`src/rtl/stack_machine_alu_top_macros.svh`:
```
// Assertion macros shared by the stack machine RTL.
`ifndef STACK_MACHINE_ALU_TOP_MACROS_SVH
`define STACK_MACHINE_ALU_TOP_MACROS_SVH

// Clocked property check, held off while reset is asserted.
`define SMA_CHECK(lbl, prop, msg) \
    lbl: assert property (@(posedge i_clk) disable iff (!i_rst_n) (prop)) else $error(msg);

// Condition that must never be seen at a clock edge outside reset.
`define SMA_NEVER(lbl, cond, msg) \
    lbl: assert property (@(posedge i_clk) disable iff (!i_rst_n) !(cond)) else $error(msg);

`endif

```
`src/rtl/sma_pkg.sv`:
```
// Shared constants and types of the stack machine ALU.
`default_nettype none

package sma_pkg;

    localparam int unsigned STACK_DEPTH = 64;
    localparam int unsigned DATA_W      = 32;
    localparam int unsigned ADDR_W      = $clog2(STACK_DEPTH);
    localparam int unsigned CNT_W       = $clog2(STACK_DEPTH + 1);
    localparam int unsigned FUNC_W      = 3;
    localparam int unsigned STATUS_W    = 2;
    localparam int unsigned DEPTH_OUT_W = 7;
    localparam int unsigned STEP_W      = $clog2(DATA_W);

    typedef logic signed [DATA_W-1:0]   t_data;
    typedef logic        [DATA_W-1:0]   t_udata;
    typedef logic        [ADDR_W-1:0]   t_addr;
    typedef logic        [CNT_W-1:0]    t_count;
    typedef logic        [FUNC_W-1:0]   t_func;
    typedef logic        [STATUS_W-1:0] t_status;
    typedef logic        [DEPTH_OUT_W-1:0] t_depth_out;
    typedef logic        [STEP_W-1:0]   t_div_step;

    // Operation codes
    localparam t_func FUNC_NOP  = 3'd0;
    localparam t_func FUNC_PUSH = 3'd1;
    localparam t_func FUNC_SWAP = 3'd2;
    localparam t_func FUNC_ADD  = 3'd3;
    localparam t_func FUNC_SUB  = 3'd4;
    localparam t_func FUNC_DIV  = 3'd5;

    // Status codes
    localparam t_status ST_OK    = 2'd0;
    localparam t_status ST_SHORT = 2'd1;
    localparam t_status ST_ZERO  = 2'd2;
    localparam t_status ST_FULL  = 2'd3;

endpackage

`default_nettype wire

```
`src/rtl/sma_stack_ram.sv`:
```
// Single-port-write, single-port-read synchronous RAM holding the stack entries.
`default_nettype none

module sma_stack_ram #(
    parameter int unsigned DEPTH = 64,
    parameter int unsigned WIDTH = 32
) (
    input  wire logic                     i_clk,
    input  wire logic                     i_we,
    input  wire logic [$clog2(DEPTH)-1:0] i_waddr,
    input  wire logic [WIDTH-1:0]         i_wdata,
    input  wire logic                     i_re,
    input  wire logic [$clog2(DEPTH)-1:0] i_raddr,
    output logic      [WIDTH-1:0]         o_rdata
);

    logic [WIDTH-1:0] r_mem [DEPTH];
    logic [WIDTH-1:0] r_rdata;

    // write port and registered read port
    always_ff @(posedge i_clk) begin
        if (i_we) begin
            r_mem[i_waddr] <= i_wdata;
        end
        if (i_re) begin
            r_rdata <= r_mem[i_raddr];
        end
    end

    assign o_rdata = r_rdata;

endmodule

`default_nettype wire

```
`src/rtl/sma_divider.sv`:
```
// Radix-2 restoring divider, signed, truncating toward zero, one quotient bit per cycle.
`default_nettype none

module sma_divider (
    input  wire logic          i_clk,
    input  wire logic          i_rst_n,
    input  wire logic          i_start,
    input  wire sma_pkg::t_data i_dividend,
    input  wire sma_pkg::t_data i_divisor,
    output logic               o_done,
    output sma_pkg::t_data     o_quotient
);

    logic                  r_busy;
    logic                  r_fin;
    sma_pkg::t_div_step    r_step;
    sma_pkg::t_udata       r_rem;
    sma_pkg::t_udata       r_quo;
    sma_pkg::t_udata       r_dvs;
    logic                  r_neg;

    logic [sma_pkg::DATA_W:0] shifted;
    logic [sma_pkg::DATA_W:0] trial;
    sma_pkg::t_udata          n_rem;
    sma_pkg::t_udata          n_quo;

    // one restoring step: shift in next dividend bit, try subtract
    always_comb begin
        shifted = {r_rem, r_quo[sma_pkg::DATA_W-1]};
        trial   = shifted - {1'b0, r_dvs};
        if (!trial[sma_pkg::DATA_W]) begin
            n_rem = trial[sma_pkg::DATA_W-1:0];
            n_quo = {r_quo[sma_pkg::DATA_W-2:0], 1'b1};
        end else begin
            n_rem = shifted[sma_pkg::DATA_W-1:0];
            n_quo = {r_quo[sma_pkg::DATA_W-2:0], 1'b0};
        end
    end

    // step control
    always_ff @(posedge i_clk) begin
        if (!i_rst_n) begin
            r_busy <= 1'b0;
            r_fin  <= 1'b0;
            r_step <= '0;
        end else begin
            r_fin <= 1'b0;
            if (i_start) begin
                r_busy <= 1'b1;
                r_step <= '0;
            end else if (r_busy) begin
                r_step <= r_step + sma_pkg::t_div_step'(1);
                if (r_step == sma_pkg::t_div_step'(sma_pkg::DATA_W - 1)) begin
                    r_busy <= 1'b0;
                    r_fin  <= 1'b1;
                end
            end
        end
    end

    // datapath: magnitudes on start, then iterate
    always_ff @(posedge i_clk) begin
        if (i_start) begin
            r_rem <= '0;
            r_quo <= i_dividend[sma_pkg::DATA_W-1] ? sma_pkg::t_udata'(-i_dividend)
                                                   : sma_pkg::t_udata'(i_dividend);
            r_dvs <= i_divisor[sma_pkg::DATA_W-1] ? sma_pkg::t_udata'(-i_divisor)
                                                  : sma_pkg::t_udata'(i_divisor);
            r_neg <= i_dividend[sma_pkg::DATA_W-1] ^ i_divisor[sma_pkg::DATA_W-1];
        end else if (r_busy) begin
            r_rem <= n_rem;
            r_quo <= n_quo;
        end
    end

    // sign fix-up; the minimum over minus one wraps to itself
    assign o_quotient = r_neg ? sma_pkg::t_data'(-r_quo) : sma_pkg::t_data'(r_quo);
    assign o_done     = r_fin;

endmodule

`default_nettype wire

```
`src/rtl/stack_machine_alu_top.sv`:
```
// Stack machine ALU top level: sequencer over the stack RAM and the serial divider.
//
//  channel   dir  handshake                   payload
//  -------   ---  --------------------------  ----------------------------------------
//  command   in   i_in_valid / o_in_ready     i_func, i_push_value
//  result    out  o_out_valid / i_out_ready   o_status, o_top_value, o_stack_depth
//
//  Nop, push and any error go straight to the response; add and sub first read the
//  second entry, swap then writes back the old top, div waits on 32 one-bit steps.
//  One transaction is in work at a time; the top entry is cached in a register
//  and the second entry comes from the RAM through its registered read port.
//  Reset empties the stack at once; RAM contents stay undefined and need no clearing.
//  A stalled result waits in the output register while the next command is taken.
`default_nettype none

`include "stack_machine_alu_top_macros.svh"

module stack_machine_alu_top (
    input  wire logic             i_clk,
    input  wire logic             i_rst_n,
    input  wire logic             i_in_valid,
    output logic                  o_in_ready,
    input  wire sma_pkg::t_func   i_func,
    input  wire sma_pkg::t_data   i_push_value,
    output logic                  o_out_valid,
    input  wire logic             i_out_ready,
    output sma_pkg::t_status      o_status,
    output sma_pkg::t_data        o_top_value,
    output sma_pkg::t_depth_out   o_stack_depth
);

    typedef enum logic [2:0] {
        S_IDLE,
        S_READ,
        S_SWAP2,
        S_DIV,
        S_RESP
    } t_state;

    t_state                r_state,  n_state;
    sma_pkg::t_count       r_count,  n_count;
    sma_pkg::t_func        r_func,   n_func;
    sma_pkg::t_data        r_top,    n_top;
    sma_pkg::t_data        r_hold,   n_hold;
    sma_pkg::t_status      r_status, n_status;
    logic                  r_out_valid, n_out_valid;
    sma_pkg::t_status      r_o_status, n_o_status;
    sma_pkg::t_data        r_o_top,    n_o_top;
    sma_pkg::t_depth_out   r_o_depth,  n_o_depth;

    logic                  in_acc;
    logic                  ram_we;
    sma_pkg::t_addr        ram_waddr;
    sma_pkg::t_data        ram_wdata;
    logic                  ram_re;
    sma_pkg::t_data        ram_rdata;
    sma_pkg::t_addr        top_addr;
    sma_pkg::t_addr        sec_addr;
    logic                  div_start;
    logic                  div_done;
    sma_pkg::t_data        div_q;

    sma_stack_ram #(
        .DEPTH (sma_pkg::STACK_DEPTH),
        .WIDTH (sma_pkg::DATA_W)
    ) u_ram (
        .i_clk   (i_clk),
        .i_we    (ram_we),
        .i_waddr (ram_waddr),
        .i_wdata (ram_wdata),
        .i_re    (ram_re),
        .i_raddr (sec_addr),
        .o_rdata (ram_rdata)
    );

    sma_divider u_div (
        .i_clk      (i_clk),
        .i_rst_n    (i_rst_n),
        .i_start    (div_start),
        .i_dividend (ram_rdata),
        .i_divisor  (r_top),
        .o_done     (div_done),
        .o_quotient (div_q)
    );

    assign o_in_ready = (r_state == S_IDLE);
    assign in_acc     = i_in_valid && o_in_ready;
    assign top_addr   = sma_pkg::t_addr'(r_count - sma_pkg::t_count'(1));
    assign sec_addr   = sma_pkg::t_addr'(r_count - sma_pkg::t_count'(2));

    // sequencer: decode, read second entry, modify, write back
    always_comb begin
        n_state     = r_state;
        n_count     = r_count;
        n_func      = r_func;
        n_top       = r_top;
        n_hold      = r_hold;
        n_status    = r_status;
        n_out_valid = r_out_valid;
        n_o_status  = r_o_status;
        n_o_top     = r_o_top;
        n_o_depth   = r_o_depth;
        ram_we      = 1'b0;
        ram_waddr   = sec_addr;
        ram_wdata   = r_top;
        ram_re      = 1'b0;
        div_start   = 1'b0;

        // result taken by the consumer
        if (r_out_valid && i_out_ready) begin
            n_out_valid = 1'b0;
        end

        case (r_state)
            S_IDLE: begin
                if (in_acc) begin
                    n_func   = i_func;
                    n_status = sma_pkg::ST_OK;
                    n_state  = S_RESP;
                    case (i_func)
                        sma_pkg::FUNC_PUSH: begin
                            if (r_count >= sma_pkg::t_count'(sma_pkg::STACK_DEPTH)) begin
                                n_status = sma_pkg::ST_FULL;
                            end else begin
                                ram_we    = 1'b1;
                                ram_waddr = sma_pkg::t_addr'(r_count);
                                ram_wdata = i_push_value;
                                n_top     = i_push_value;
                                n_count   = r_count + sma_pkg::t_count'(1);
                            end
                        end
                        sma_pkg::FUNC_SWAP, sma_pkg::FUNC_ADD,
                        sma_pkg::FUNC_SUB, sma_pkg::FUNC_DIV: begin
                            if (r_count < sma_pkg::t_count'(2)) begin
                                n_status = sma_pkg::ST_SHORT;
                            end else if (i_func == sma_pkg::FUNC_DIV && r_top == '0) begin
                                n_status = sma_pkg::ST_ZERO;
                            end else begin
                                ram_re  = 1'b1;
                                n_state = S_READ;
                            end
                        end
                        default: begin
                            // nop and unused codes leave the stack alone
                        end
                    endcase
                end
            end
            S_READ: begin
                case (r_func)
                    sma_pkg::FUNC_SWAP: begin
                        ram_we    = 1'b1;
                        ram_waddr = top_addr;
                        ram_wdata = ram_rdata;
                        n_hold    = r_top;
                        n_top     = ram_rdata;
                        n_state   = S_SWAP2;
                    end
                    sma_pkg::FUNC_ADD: begin
                        ram_we    = 1'b1;
                        ram_wdata = ram_rdata + r_top;
                        n_top     = ram_rdata + r_top;
                        n_count   = r_count - sma_pkg::t_count'(1);
                        n_state   = S_RESP;
                    end
                    sma_pkg::FUNC_SUB: begin
                        ram_we    = 1'b1;
                        ram_wdata = ram_rdata - r_top;
                        n_top     = ram_rdata - r_top;
                        n_count   = r_count - sma_pkg::t_count'(1);
                        n_state   = S_RESP;
                    end
                    default: begin
                        div_start = 1'b1;
                        n_state   = S_DIV;
                    end
                endcase
            end
            S_SWAP2: begin
                // old top goes to the second slot
                ram_we    = 1'b1;
                ram_wdata = r_hold;
                n_state   = S_RESP;
            end
            S_DIV: begin
                if (div_done) begin
                    ram_we    = 1'b1;
                    ram_wdata = div_q;
                    n_top     = div_q;
                    n_count   = r_count - sma_pkg::t_count'(1);
                    n_state   = S_RESP;
                end
            end
            S_RESP: begin
                // load the output register once it is free
                if (!r_out_valid || i_out_ready) begin
                    n_out_valid = 1'b1;
                    n_o_status  = r_status;
                    n_o_top     = (r_count != '0) ? r_top : '0;
                    n_o_depth   = sma_pkg::t_depth_out'(r_count);
                    n_state     = S_IDLE;
                end
            end
            default: begin
                n_state = S_IDLE;
            end
        endcase
    end

    // state, stack pointer and output register
    always_ff @(posedge i_clk) begin
        if (!i_rst_n) begin
            r_state     <= S_IDLE;
            r_count     <= '0;
            r_out_valid <= 1'b0;
        end else begin
            r_state     <= n_state;
            r_count     <= n_count;
            r_out_valid <= n_out_valid;
        end
        r_func     <= n_func;
        r_top      <= n_top;
        r_hold     <= n_hold;
        r_status   <= n_status;
        r_o_status <= n_o_status;
        r_o_top    <= n_o_top;
        r_o_depth  <= n_o_depth;
    end

    assign o_out_valid   = r_out_valid;
    assign o_status      = r_o_status;
    assign o_top_value   = r_o_top;
    assign o_stack_depth = r_o_depth;

    // checks
    `SMA_NEVER(a_count_range, r_count > sma_pkg::t_count'(sma_pkg::STACK_DEPTH), "stack count beyond depth")
    `SMA_NEVER(a_ram_rw_overlap, ram_we && ram_re, "RAM read and write in the same cycle")
    `SMA_CHECK(a_div_done_in_div, div_done |-> (r_state == S_DIV), "divider finished outside div wait")
    `SMA_CHECK(a_resp_loads_out, (r_state == S_RESP && n_state == S_IDLE) |=> r_out_valid, "result not registered")

endmodule

`default_nettype wire

```
`config.mk`:
```
export PLATFORM = sky130hd
export DESIGN_NAME = stack_machine_alu_top
export DESIGN_NICKNAME = d
export VERILOG_FILES = /design/src/rtl/sma_pkg.sv /design/src/rtl/sma_stack_ram.sv /design/src/rtl/sma_divider.sv /design/src/rtl/stack_machine_alu_top.sv
export VERILOG_INCLUDE_DIRS = /design/src /design/src/rtl
export SDC_FILE = /design/constraint.sdc
export NUM_CORES = 2
export LEC_CHECK = 0
export BUFFER_PORTS_ARGS = -buffer_cell sky130_fd_sc_hd__buf_2
export CAP_MARGIN = 0
export CORE_MARGIN = 8
export CORE_UTILIZATION = 55
export DETAILED_ROUTE_END_ITERATION = 6
export PLACE_DENSITY = 0.81
export SETUP_SLACK_MARGIN = 0.4
export SLEW_MARGIN = 20
export SYNTH_ARGS = -nofsm -noshare
export SYNTH_HDL_FRONTEND = slang
export SYNTH_SLANG_ARGS = --single-unit
```
`constraint.sdc`:
```
create_clock -name i_clk -period 23.9 [get_ports i_clk]
set_clock_uncertainty 0.05 [all_clocks]
set_input_delay 1.195 -clock i_clk [delete_from_list [all_inputs] [get_ports i_clk]]
set_output_delay 1.195 -clock i_clk [all_outputs]
set_load 0.1 [all_outputs]
```
---- Word-level counts from Yosys, hierarchy flattened ----
Memory sizes are Yosys's and may differ from the RTL's. A register that Yosys moved wholly into a read port is not among the register bits.
Index checks and enable logic that the tools add are counted.
storage, ports and cells
  output and inout bits ................... 43
  bits in registers ....................... 225
  memories ................................ 1
  bits in writable memories ............... 2048
memory list
  name         words  width  read ports  clocked after memory_dff  wr ports  line                 source
  u_ram.r_mem  64     32     1           1                         1         sma_stack_ram.sv:17  logic [WIDTH-1:0] r_mem [DEPTH];
cells by class
  order comparisons ....................... 2
  equality and inequality tests ........... 19
  add/sub/neg operators ................... 10
  reductions and logical operators ........ 20
  bitwise gates (word level) .............. 3
  mux-type cells .......................... 59
operator list
  operator               count
  $mux W32               9
  $pmux W32 S3           2
  $pmux W32 S4           1
  $neg A32 Y32           3
  $mux W7                5
  $sub A33 B32 Y33       1
  $add A32 B32 Y32       1
  $logic_not A32 Y1      1
  $sub A32 B32 Y32       1
  $mux W31               1
  $mux W6                4
  $mux W1                22
  $pmux W7 S3            1
  $eq A3 B2 Y1 const B   6
  $mux W3                6
  $pmux W3 S5            1
  $eq A3 B3 Y1 const B   4
  $pmux W6 S2            1
  $add A7 B1 Y7 const B  1
  $ge A7 B7 Y1 const B   1
  $lt A7 B2 Y1 const B   1
  $reduce_bool A7 Y1     1
  $sub A7 B1 Y7 const B  1
  $eq A3 B1 Y1 const B   2
  other kinds (23)       36

---- Logic depth before layout (Yosys ltp) ----
  word-level depth ........................ 7
  depth in mapped cells ................... 19

---- Hierarchy ----
From an unflattened synthesis, not the netlist that was laid out.
unflattened totals
  cells, all modules ...................... 5240
  area total of the unflattened synthesis .. 95938.3 sq um
modules (own cells, without submodules)
  module                 area each (sq um)  cells each  times used
  sma_stack_ram          78843.1            3323        1
  stack_machine_alu_top  9371.5             1021        1
  sma_divider            7723.7             896         1

---- Least setup slack after synthesis ----
Ideal clock, no wire load.
  path kind ............................... register -> register
  from .................................... reg r_top[0]
  to ...................................... mem u_ram.r_mem[0][29] (data pin)
  setup slack ............................. 16365 ps
  period minus slack after synthesis ...... 7535 ps
  arrival ................................. 6745 ps
  required time ........................... 23110 ps
  setup time .............................. 740 ps
  stages on the path, launching flop included .. 17
  cells stage by stage .................... edfxtp_1 inv_1 ha_1 nor4b_1 nand3b_1 or4_1 o31ai_1 xnor2_1 ha_1 and3_1 and2_1 nand2_1 o311ai_1 a41oi_1 o311ai_1 o311ai_0 a221oi_1
on the way
  cells in the longest elaborated chain, start to end .. 3
  elaborated cells on any way between the ends .. 4
ends and longest elaborated chain
  item                                                  line                                                        source
  start: declaration                                    stack_machine_alu_top.sv:43                                 sma_pkg::t_data r_top, n_top;
  start signal: assignment                              stack_machine_alu_top.sv:222                                r_top <= n_top;
  $sub A32 B32 Y32 or $add A32 B32 Y32 (tied branches)  stack_machine_alu_top.sv:168, stack_machine_alu_top.sv:161
  $pmux W32 S3 *                                        n/a
  $pmux W32 S4 *                                        stack_machine_alu_top.sv:114                                case (r_state)
  via ram_wdata[29]                                     stack_machine_alu_top.sv:54                                 sma_pkg::t_data ram_wdata;
  end: declaration                                      sma_stack_ram.sv:17
The timed path passes the listed nets; every way through them passes the cells marked *.

---- Worst setup path after layout ----
  from .................................... reg r_top[0]
  to ...................................... mem u_ram.r_mem[34][29] (data pin)
Same word-level chain as after synthesis.

==> metrics.md <==
| Metric | Value |
|---|---|
| Residual DRC | `1` |
| GP Congestion | `just over 0.9` |
| Setup CP Type | `reg2reg` |
| Relative slew slack | `~18%` |
| Largest net degree at the start of global routing | `150` |
| Fmax | `roughly 160 MHz` |
| Clock-pin slew on the worst setup and hold paths | `around 0.06 ns` |
| Detailed placement HPWL | `around 160,000 um` |
| Routed Antenna Nets | `0` |
| Maxcap violations | `0` |
| CTS tree | `yes` |
| Die Height | `around 430 um` |
| FILL cells | `11,055` |
| Final #Nets | `approximately 5,100` |
| CTS max path bufs | `3` |
| CP Launch Type | `flip-flop` |
| Element type at the critical path end | `flip-flop` |
| Mapped Nets | `between 4,000 and 5,000` |
| Area growth syn-to-layout | `12.2%` |
| Total GRT Usage | `between 20% and 30%` |
| Vias per cell | `7.10` |
| Period minus WS final | `~6.4 ns` |
| Vias | `roughly 53,000` |
| Worst hold path class | `reg2reg` |
| Setup violators final | `0` |
| Clock Latency Late Sink | `0.90 ns` |
| Fin Setup TNS | `0 ns` |
| Req. time, crit path | `between 20 and 25 ns` |
| Hold Violations, Final | `0` |
| Syn Std Cell Area | `roughly 95,000 um2` |
| Fin crit share | `between 20% and 30%` |
| Post-CTS Setup Repair Bufs | `0` |
| DRT Pass-1 Iters | `7` |
| Share of the yosys chip area belonging to registers | `slightly above 70%` |
| I/O pins | `82` |
| Vias in the first global route | `50,672` |
| Share of cells above drive strength 1 | `between 20% and 30%` |
| CTS Root Cell | `clkbuf_16` |
| DRT iter0 DRCs | `slightly below 9,000` |
| Global route total overflow | `0` |
| Slew Viols, Final | `0` |
| Core Rows | `around 150` |
| Async set or reset register ratio after synthesis | `0%` |
| Worst R2R Setup Slack | `roughly 17 ns` |
| Initial core utilization | `~55%` |
| Port Buffers | `approximately 80` |
| Average cell area after synthesis | `19.6 um2` |
| Syn. warnings | `0` |
| Cts hold-fix bufs | `0` |
| Power per Cell Area | `a little under 100 nW/um2` |
| Peak supply drop | `just over 0.00009 V` |
| Leak | `approximately 33 nW` |
| Final WL | `288,000 um` |
| Outcome | `finished, violations left` |
| Top_reg_cell synth | `edfxtp_1` |
| First-pass GRT wire length | `about 400,000 um` |
| CTS Buf Count | `roughly 210` |
| Antenna violations before repair | `22` |
| Unique masters post-synth | `88` |
| Die X | `432 um` |
| Synth Register Bits | `between 2,000 and 2,500` |
| Die area | `around 190,000 um2` |
| RSZ-0062 raised after global routing | `no` |
| Cell count after synthesis | `between 4,000 and 5,000` |
| Routed len/inst | `about 38 um` |
| Core area | `roughly 170,000 um2` |
| Post-synth EDFFs | `between 2,000 and 2,500` |
| Worst slew pin tran | `between 1 and 1.5 ns` |
| # clock sinks | `between 2,000 and 2,500` |
| WP data arrival | `between 6 and 7 ns` |
| Failing checks | `design-rule violations` |
| # resized after CTS | `0` |
| Crit path max fanout | `64` |
| Tot Pwr | `10.6 mW` |
| H-tree levels | `4` |
## worst paths after layout
check / to / start / depth (start not counted)
worst max-delay path: u_ram.r_mem[34][29] / r_top[0] / 17
worst min-delay path: o_status[0] / r_status[0] / 0
worst max register to register: u_ram.r_mem[34][29] / r_top[0] / 17
worst min register to register: o_status[0] / r_status[0] / 0
## layout make-up
cell class / instances / area [um2] / share of cell area (%)
flip-flops and latches: 2305 / 68700 / 64.3
multi-input cells: 2204 / 26200 / 24.5
clock buffers: 241 / 5490 / 5.14
well taps: 2310 / 2890 / 2.71
clock inverters: 161 / 1630 / 1.52
repair buffers: 193 / 1600 / 1.50
inverters: 76 / 285 / 0.267
diodes: 12 / 30.0 / 0.0281
## cell usage in the layout (no fill, tap or decap), drive strengths merged, types with 74 or more instances in the layout
| cell type | instances |
|---|---|
| inv | 82 |
| edfxtp | 2255 |
| ha | 74 |
| nand2 | 183 |
| o21ai | 169 |
| xor2 | 78 |
| mux4 | 667 |
| clkbuf | 241 |
| nor2 | 194 |
| xnor2 | 88 |
| a21oi | 129 |
| buf | 193 |
| clkinv | 117 |
| mux2i | 88 |
## critical path: stages (launching register included)
cell	delay, ns
edfxtp_1	0.54
inv_1	0.19
ha_1	0.28
nor4b_1	0.38
nand3b_1	0.28
or4_1	0.62
o31ai_1	0.27
xnor2_1	0.11
ha_1	0.38
and3_1	0.22
and2_1	0.20
nand2_1	0.09
o311ai_1	0.41
a41oi_1	0.31
o311ai_1	0.43
o311ai_0	0.28
a221oi_4	0.30
buf_4	0.72
## cell usage after synthesis (6+ instances only)
master	count	area share [%]
or4_1	9	0.071
o221ai_1	6	0.055
nand2_1	183	0.72
a221oi_1	7	0.064
buf_2	11	0.058
a211oi_1	14	0.11
buf_1	58	0.23
a22oi_1	17	0.13
clkbuf_1	189	0.75
nand2b_1	23	0.15
a41oi_1	6	0.055
o211a_1	6	0.063
a2111oi_0	8	0.074
a2bb2oi_1	6	0.055
a21boi_0	10	0.079
o211ai_1	10	0.079
o21bai_1	9	0.071
a222oi_1	13	0.14
mux2_2	7	0.083
ha_1	74	0.97
inv_1	76	0.30
nor4_1	9	0.059
nand4_1	6	0.039
nor2b_1	25	0.16
a31oi_1	23	0.15
o21ai_0	167	0.88
nor2_1	194	0.76
dfxtp_1	50	1.1
mux2i_1	88	0.93
mux4_2	667	16
o41ai_1	12	0.11
o21a_1	16	0.13
edfxtp_1	2255	71
a21oi_1	129	0.68
xor2_1	78	0.72
nand3b_1	10	0.079
o31ai_1	38	0.30
nand3_1	30	0.16
a21o_1	28	0.22
and2_1	46	0.30
xnor2_1	88	0.81
nor3_1	35	0.18
or3_1	21	0.14
and3_1	11	0.072
## per-stage QoR
step	hold WS [ns]	instance area [um2]	setup WS [ns]	std cells	utilization, %
after floorplan	0.350	95200	16.36	4851	-
after global placement	0.351	99200	17.64	7069	57.8
after detailed placement	0.356	99400	17.60	7076	57.9
after CTS	0.366	107000	17.54	7478	62.0
after global routing	0.377	107000	17.08	7490	62.2
final	0.363	107000	17.46	7502	62.2
## cell families after synthesis
| group | synth area share, % |
|---|---|
| compound gates | 3.90 |
| mux | 16.8 |
| simple gates | 3.16 |
| fa+ha+maj | 1.01 |
| xor+xnor | 1.53 |
| flops | 72.2 |
| buf+inv | 1.42 |
## sequential cells by signal, indices dropped and copies added (netlist names), 5 cells and up
name / flops
u_div.r_dvs: 32
r_top: 32
u_div.r_quo: 32
u_div.r_step: 5
u_ram.r_mem: 2048
o_top_value: 32
o_stack_depth: 7
u_div.r_rem: 32
r_count: 7
r_hold: 32
u_ram.o_rdata: 32
## layer usage
layer  vias up  GRT usage, %  routed length, um
li1      20330             -                  -
met1     27231          39.5              96200
met2      4901          46.6             134000
met3       784          7.51              38500
met4        10          14.9              19100
met5         -             0                235
## where the power goes
part / internal, mW / leakage [nW] / switching (mW) / total, mW
registers: 5.01 / 20.8 / 0.0992 / 5.11
clock network: 1.90 / 3.42 / 1.60 / 3.50
logic: 0.521 / 9.18 / 1.43 / 1.95
total: 7.43 / 33.4 / 3.13 / 10.6
Power figures use the tool's default switching activity.
